==> src/gbi_pkg.sv <==
// Shared types and constants of the grid bicubic interpolator.
package gbi_pkg;

    // Fixed field widths
    localparam int SAMPLE_W = 32;
    localparam int POS_W    = 20;
    localparam int IDX_W    = 4;
    localparam int PTS_W    = 5;

    // Cubic operand width: samples plus headroom for exact first-pass results
    localparam int OPND_W   = SAMPLE_W + 3;

    // Item opcodes
    localparam logic OP_LOAD  = 1'b0;
    localparam logic OP_QUERY = 1'b1;

    // Register indexes
    localparam logic REG_POINTS_A4 = 1'b0;
    localparam logic REG_POINTS_A5 = 1'b1;

    localparam logic [PTS_W-1:0] PTS_RESET = 5'd13;

    // Saturation limits of the result
    localparam logic [SAMPLE_W-1:0] W_MAX = 32'h7fff_ffff;
    localparam logic [SAMPLE_W-1:0] W_MIN = 32'h8000_0000;

    // Top-level sequencer
    typedef enum logic [2:0] {
        ST_IDLE,
        ST_FETCH,
        ST_ROW_GO,
        ST_ROW_WAIT,
        ST_COL_GO,
        ST_COL_WAIT,
        ST_DONE
    } t_gbi_state;

    // Cubic unit steps
    typedef enum logic [2:0] {
        CUB_IDLE,
        CUB_MUL3,
        CUB_MUL2,
        CUB_MUL1,
        CUB_SUM
    } t_cub_state;

endpackage

==> src/gbi_cubic_unit.sv <==
// Catmull-Rom cubic over four points, Horner form on one shared multiplier.
module gbi_cubic_unit import gbi_pkg::*; #(
    parameter int FRAC_BITS = 16
) (
    input  logic                        i_clk,
    input  logic                        i_rst_n,
    input  logic                        i_start,
    input  logic signed [OPND_W-1:0]    i_p0,
    input  logic signed [OPND_W-1:0]    i_p1,
    input  logic signed [OPND_W-1:0]    i_p2,
    input  logic signed [OPND_W-1:0]    i_p3,
    input  logic [FRAC_BITS-1:0]        i_x,
    output logic                        o_done,
    output logic signed [OPND_W-1:0]    o_result
);

    // Coefficient and product widths
    localparam int CW  = OPND_W + 5;
    localparam int PRW = CW + FRAC_BITS + 1;
    localparam logic signed [PRW-1:0] HALF_P = PRW'(1) <<< (FRAC_BITS - 1);
    localparam logic signed [PRW-1:0] ONE_P  = PRW'(1) <<< FRAC_BITS;

    t_cub_state r_state, n_state;

    logic signed [CW-1:0]     e0, e1, e2, e3, d12;
    logic signed [CW-1:0]     c1, c2, c3;
    logic signed [CW-1:0]     r_c1, r_c2, r_c3;
    logic signed [OPND_W-1:0] r_p1;
    logic [FRAC_BITS-1:0]     r_x;
    logic signed [PRW-1:0]    r_prod;
    logic signed [OPND_W-1:0] r_res;
    logic                     r_done;

    logic signed [CW-1:0]      rnd;
    logic signed [OPND_W-1:0]  t_last;
    logic signed [CW-1:0]      mul_a;
    logic signed [FRAC_BITS:0] x_s;
    logic signed [PRW-1:0]     prod;
    logic                      prod_en;

    // Exact coefficients from the operands
    always_comb begin
        e0  = CW'(i_p0);
        e1  = CW'(i_p1);
        e2  = CW'(i_p2);
        e3  = CW'(i_p3);
        d12 = e1 - e2;
        c1  = e2 - e0;
        c2  = (e0 <<< 1) - ((e1 <<< 2) + e1) + (e2 <<< 2) - e3;
        c3  = (d12 <<< 1) + d12 + e3 - e0;
    end

    // Round to nearest, ties up, of the previous product
    assign rnd    = CW'((r_prod + HALF_P) >>> FRAC_BITS);
    assign t_last = OPND_W'((r_prod + ONE_P) >>> (FRAC_BITS + 1));

    assign x_s  = signed'({1'b0, r_x});
    assign prod = PRW'(mul_a) * PRW'(x_s);

    // Next step
    always_comb begin
        n_state = r_state;
        unique case (r_state)
            CUB_IDLE: if (i_start) n_state = CUB_MUL3;
            CUB_MUL3: n_state = CUB_MUL2;
            CUB_MUL2: n_state = CUB_MUL1;
            CUB_MUL1: n_state = CUB_SUM;
            CUB_SUM:  n_state = CUB_IDLE;
            default:  n_state = CUB_IDLE;
        endcase
    end

    // Multiplier operand per step
    always_comb begin
        mul_a   = '0;
        prod_en = 1'b0;
        unique case (r_state)
            CUB_IDLE: begin
                prod_en = 1'b0;
            end
            CUB_MUL3: begin
                mul_a   = r_c3;
                prod_en = 1'b1;
            end
            CUB_MUL2: begin
                mul_a   = rnd + r_c2;
                prod_en = 1'b1;
            end
            CUB_MUL1: begin
                mul_a   = rnd + r_c1;
                prod_en = 1'b1;
            end
            CUB_SUM: begin
                prod_en = 1'b0;
            end
            default: begin
                prod_en = 1'b0;
            end
        endcase
    end

    // Control state
    always_ff @(posedge i_clk) begin
        if (!i_rst_n) begin
            r_state <= CUB_IDLE;
            r_done  <= 1'b0;
        end else begin
            r_state <= n_state;
            r_done  <= (r_state == CUB_SUM);
        end
    end

    // Datapath registers
    always_ff @(posedge i_clk) begin
        if (r_state == CUB_IDLE && i_start) begin
            r_c1 <= c1;
            r_c2 <= c2;
            r_c3 <= c3;
            r_p1 <= i_p1;
            r_x  <= i_x;
        end
        if (prod_en) begin
            r_prod <= prod;
        end
        if (r_state == CUB_SUM) begin
            r_res <= r_p1 + t_last;
        end
    end

    assign o_done   = r_done;
    assign o_result = r_res;

`ifndef NO_ASSERTIONS
    a_start_idle: assert property (@(posedge i_clk) disable iff (!i_rst_n)
        i_start |-> r_state == CUB_IDLE)
        else $error("cubic unit started while busy");

    a_start_runs: assert property (@(posedge i_clk) disable iff (!i_rst_n)
        i_start |=> r_state == CUB_MUL3)
        else $error("cubic unit did not begin after start");

    a_done_after_sum: assert property (@(posedge i_clk) disable iff (!i_rst_n)
        r_done |-> $past(r_state) == CUB_SUM)
        else $error("cubic done without a final sum");
`endif

endmodule

==> config.mk <==
export PLATFORM = sky130hd
export DESIGN_NAME = gbi_cubic_unit
export DESIGN_NICKNAME = d
export VERILOG_FILES = /design/src/gbi_pkg.sv /design/src/gbi_cubic_unit.sv
export SDC_FILE = /design/constraint.sdc
export NUM_CORES = 2
export LEC_CHECK = 0
export BUFFER_PORTS_ARGS = -buffer_cell sky130_fd_sc_hd__buf_2
export CAP_MARGIN = 20
export CORE_MARGIN = 5
export CORE_UTILIZATION = 30
export DETAILED_ROUTE_END_ITERATION = 10
export SETUP_SLACK_MARGIN = 0.15
export SLEW_MARGIN = 10
export SYNTH_ARGS = -nofsm -noshare
export SYNTH_HDL_FRONTEND = slang
export SYNTH_SLANG_ARGS = --single-unit
==> constraint.sdc <==
create_clock -name i_clk -period 29.6 [get_ports i_clk]
set_clock_uncertainty 0.2 [all_clocks]
set_input_delay 4.44 -clock i_clk [delete_from_list [all_inputs] [get_ports i_clk]]
set_output_delay 4.44 -clock i_clk [all_outputs]
set_load 0.02 [all_outputs]
### Word level (Yosys, flattened, before mapping)

Cells that the tools add are included.

* add/subtract/negate cells: 14
* multipliers: 1
* equal/unequal tests: 5
* multiplexer cells: 4
* reductions and logical operators: 3

Operators by type and width (count)
* one-hot mux 40 bit (3 select lines): 1
* adder 40 bit: 2
* subtractor 35 x 35 -> 36 bit: 2
* adder 56 x 17 -> 56 bit (second input constant): 1
* multiplier 40 x 17 -> 56 bit: 1
* adder 52 x 18 -> 52 bit (second input constant): 1
* adder 39 x 37 -> 40 bit: 1
* subtractor 39 x 35 -> 40 bit: 1
* subtractor 40 x 35 -> 40 bit: 1
* adder 38 x 35 -> 39 bit: 1
* subtractor 36 x 38 -> 39 bit: 1
* adder 37 x 35 -> 38 bit: 1
* adder 37 x 36 -> 38 bit: 1
* adder 35 bit: 1
* one-hot mux 3 bit (4 select lines): 1
* == test 3 x 2 -> 1 bit (second input constant): 2
* == test 3 x 1 -> 1 bit (second input constant): 1
* == test 3 bit (second input constant): 1
* logical NOT 3 bit: 1
* two-way mux 3 bit: 1
* OR reduction 3 bit: 1
* != test 2 bit (second input constant): 1
* logical AND 1 bit: 1
* two-way mux 1 bit: 1

* bits in registers: 266
* input bits: 159
* output and inout bits: 36
* word-level logic and storage cells: 36

### Longest topological paths before layout

* depth in word-level cells: 4
* gate-level depth with buffers: 43
* mapped depth without buffers: 41

### Worst setup path after synthesis

OpenSTA, ideal clock, no wires.

* kind: input-to-reg
* start: in i_start
* end: reg r_c1[0] (enable)
* library setup time: 1.160 ns
* arrival time: 21.165 ns
* required time: 28.240 ns
* slack: 7.075 ns
* stages: 1
* buffers on the path: 0
* path through: nor4b_1

* longest elaborated chain between the ends: 1

RTL lines
* start, declared: RTL line gbi_cubic_unit.sv:7 `input logic i_start,`
* logical AND 1 bit: RTL line gbi_cubic_unit.sv:115 `if (r_state == CUB_IDLE && i_start) begin`
* end signal, assigned: RTL line gbi_cubic_unit.sv:116 `r_c1 <= c1;`
* end, declared: RTL line gbi_cubic_unit.sv:27 `logic signed [CW-1:0] r_c1, r_c2, r_c3;`

No other way between the ends.
A chain may end at the register's enable or synchronous reset.

### Worst setup path after layout

* start: reg r_prod[17]
* end: reg r_prod[55], data pin

* longest elaborated chain between the ends: 4
* elaborated cells between the ends (all ways): 5
* classes of those cells: add/sub: 3; mul: 1; mux: 1

RTL lines
* start, declared: RTL line gbi_cubic_unit.sv:30 `logic signed [PRW-1:0] r_prod;`
* start signal, assigned: RTL line gbi_cubic_unit.sv:123 `r_prod <= prod;`
* adder 56 x 17 -> 56 bit (*): RTL line gbi_cubic_unit.sv:54 `assign rnd = CW'((r_prod + HALF_P) >>> FRAC_BITS);`
* adder 40 bit, on equally long branches: RTL line gbi_cubic_unit.sv:90, gbi_cubic_unit.sv:86
* one-hot mux 40 bit (3 select lines) (*): RTL line gbi_cubic_unit.sv:77 `unique case (r_state)`
* multiplier 40 x 17 -> 56 bit (*): RTL line gbi_cubic_unit.sv:58 `assign prod = PRW'(mul_a) * PRW'(x_s);`
* via prod[55]: RTL line gbi_cubic_unit.sv:38 `logic signed [PRW-1:0] prod;`

The timed path passes the listed nets; every way through them passes the cells marked *.

==> flow_summary.yaml <==
worst_setup_path:
  worst_ep_arrival_time_ns: 12.37
  crit_path_max_fanout: 16
  start_kind: "flip-flop"
  crit_slowest_cell: "a221oi_1"
  required_ns: 29.72
  crit_top_cell: "fa_1"
  critical_path_class: "flip-flop to flip-flop"
  timing.rr.start: "r_prod[17]"
  reg2reg_depth: 38
  rr_endpoint: "r_prod[55]"
  timing.reg2reg.setup_slack_ns: 17.34
  cp_slowest_stage_delay_ns: 0.70
  endpoint_kind: "flip-flop"
drt:
  routedWlPerCell_um: 19.2
  ant_nets: 0
  dr.pass1.iters: 6
  drc_errors: 0
  num_vias: 35900
  avgViaCountPerCell: 4.91
  wl_um: 140000
  drtIter0Drc: 2215
min_path:
  holdPathStages: 1
  whs_endpoint: "o_result[0]"
  min_path_type: "flip-flop to flip-flop"
  min_from: "r_p1[0]"
synth:
  ys_seq_area_share_pct: 15.6
  yosys_register_bits: 247
  async_reset_ff_share_pct: 0
  synth_cell_types: 82
  synthSimpleGateAreaFrac_pct: 14.3
  synth_top_family_by_area: "adder cells"
  syn_inst: 5136
  synth_flop_cell: "edfxtp_1"
  synthAdderAreaFrac_pct: 42.4
  synth_mux_area_share_pct: 1.07
  synth_edf_count: 243
  synth_xor_area_share_pct: 5.77
  yosysWarnings: 0
  synth.net_count: 6425
  synth_compound_area_share_pct: 10.8
  avgSynthCellArea_um2: 9.19
  syn_area_um2: 47200
timing:
  tns_ns: 0
  finalSetupViolCount: 0
  rsz0062_at_grt: "false"
  final_max_slew_viol_count: 0
  worstMarginPinSlew_ns: 1.14
  fin_crit_sh_pct: 41.4
  final-hold-violation-count: 0
  slew_headroom_pct: 24.2
  min_period_ns: 12.26
  fmax_ghz: 0.0816
global_routing:
  grt_overflow_total: 0
  grt_pass1_vias: 37700
  grt.total_usage_pct: 17.0
  grt_pass1_wl_um: 219000
  grt_start_max_net_pins: 65
  antenna_found_initial: 8
cells_and_area:
  fillCellCount: 16300
  final_cell_mix: "1081 x inv_1, 773 x fa_1, 531 x nand2_1, 357 x ha_1, 243 x edfxtp_1"
  seq_area_um2: 7380
  finalNetCount: 6519
  area_growth_pct: 9.17
  drive_gt1_share_pct: 7.22
  final_common_cell: "inv_1"
  multi_input_area_um2: 35200
clock_tree:
  clkTransAtPathRegs_ns: 0.07
  cts.repair.resized: 0
  cts_tree: "built"
  cts_root_buffer: "clkbuf_16"
  clockBufferDepth: 3
  hold_buffers: 0
  cts_max_level: 1
  post_cts_buffers: 0
  clock-sinks: 247
  clock_latency_ns: 0.62
  numCtsBuffers: 28
floorplan:
  dieHeight_um: 407
  dieArea_um2: 165000
  fp.coreArea_um2: 156000
  fp.dieW_um: 407
  rows: 145
  start_util_pct: 30.2
  io_pins: 195
job:
  drv_cap: 0
status:
  status: "completed"
placement:
  dp.final_hpwl_um: 112000
  place_congestion: 0.936
  io_buffers: 194
-- state kept, by name, summed over array words and instances, names as in the netlist --
| register | flops |
|---|---|
| r_c1 | 36 |
| r_state | 3 |
| o_done | 1 |
| r_x | 16 |
| r_p1 | 35 |
| r_c2 | 40 |
| r_c3 | 40 |
| o_result | 35 |
| r_prod | 41 |
-- per-layer routing --
layer / up-vias / wire (um) / GRT usage (%) / share of wire (%)
li1: 16600 / - / - / -
met5: - / 31 / 0 / 0.022
met4: 6 / 4630 / 5.21 / 3.3
met1: 18100 / 60700 / 22.5 / 43
met2: 1043 / 67400 / 29.1 / 48
met3: 205 / 7450 / 1.91 / 5.3
-- worst max-delay path: cells and delay by family, from the launching register on --
kind,cells,cell delay (ns)
simple gates,10,3.27
compound gates,12,3.33
buf+inv,4,0.22
flops,1,0.41
fa+ha+maj,9,4.12
xor+xnor,2,0.22
mux,1,0.17
-- through the flow --
stage	cell area [um2]	util [%]	setup WS [ns]	std cells	hold slack, ns
floorplan	47200	-	7.07	5136	0.323
global placement	50600	32.3	17.36	7256	0.375
detailed placement	50600	32.3	17.13	7256	0.381
CTS	51500	32.9	17.06	7308	0.402
global route	51600	33.0	16.41	7312	0.409
finish	51600	33.0	17.34	7312	0.402
-- synthesized netlist by cell type (7+ instances only) --
library cell     n  area [um2]
inv_1         1081        4060
fa_1           773       15500
nand2_1        532        2000
ha_1           357        4470
edfxtp_1       243        7300
and2_1         242        1510
a21oi_1        225        1130
xnor2_1        206        1800
clkbuf_1       176         661
nor2_1         169         634
a21o_1         130         976
o21ai_0        124         621
xor2_1         105         920
nand3_1         73         365
nor2b_1         62         388
nor3_1          50         250
nand2b_1        46         288
mux2_2          42         473
o21a_1          40         300
nand4_1         38         238
o21bai_1        34         255
and3_1          33         206
o211ai_1        27         203
a211oi_1        25         188
and4_1          23         201
nor3b_1         20         150
a31oi_1         19         119
nor4b_1         19         166
a22oi_1         15         113
a221oi_1        14         123
a311oi_1        14         123
o31ai_1         11        82.6
nand4b_1        10        87.6
a311o_1          9        90.1
nor4_1           9        56.3
a221o_1          8        80.1
buf_1            8        30.0
or3_1            8        50.1
o2111ai_1        7        61.3
-- how the worst max path moves through the flow --
stage	start	to	slack, ns
2_1_floorplan	i_start	r_c1[0]	7.07
3_3_place_gp	r_prod[15]	r_prod[55]	17.36
3_5_place_dp	r_prod[15]	r_prod[55]	17.13
4_1_cts	r_prod[15]	r_prod[55]	17.06
5_1_grt	r_prod[17]	r_prod[55]	16.41
6_report	r_prod[17]	r_prod[55]	17.34
-- area by class of cell --
cell class	count	share of cell area (%)
well taps	2058	4.99
clock buffers	34	1.44
diodes	2	0.00971
repair buffers	254	2.81
clock inverters	18	0.366
flip-flops and latches	247	14.3
multi-input cells	3618	68.2
inverters	1081	7.87
-- cells by family after synthesis --
| group | count (synthesis) |
|---|---|
| simple gates | 1354 |
| buf+inv | 1271 |
| fa+ha+maj | 1136 |
| compound gates | 772 |
| xor+xnor | 311 |
| flops | 247 |
| mux | 45 |
Power is left out: the tool's default activity adds up to more than one toggle a clock period on the data nets, which glitch-free logic cannot reach.
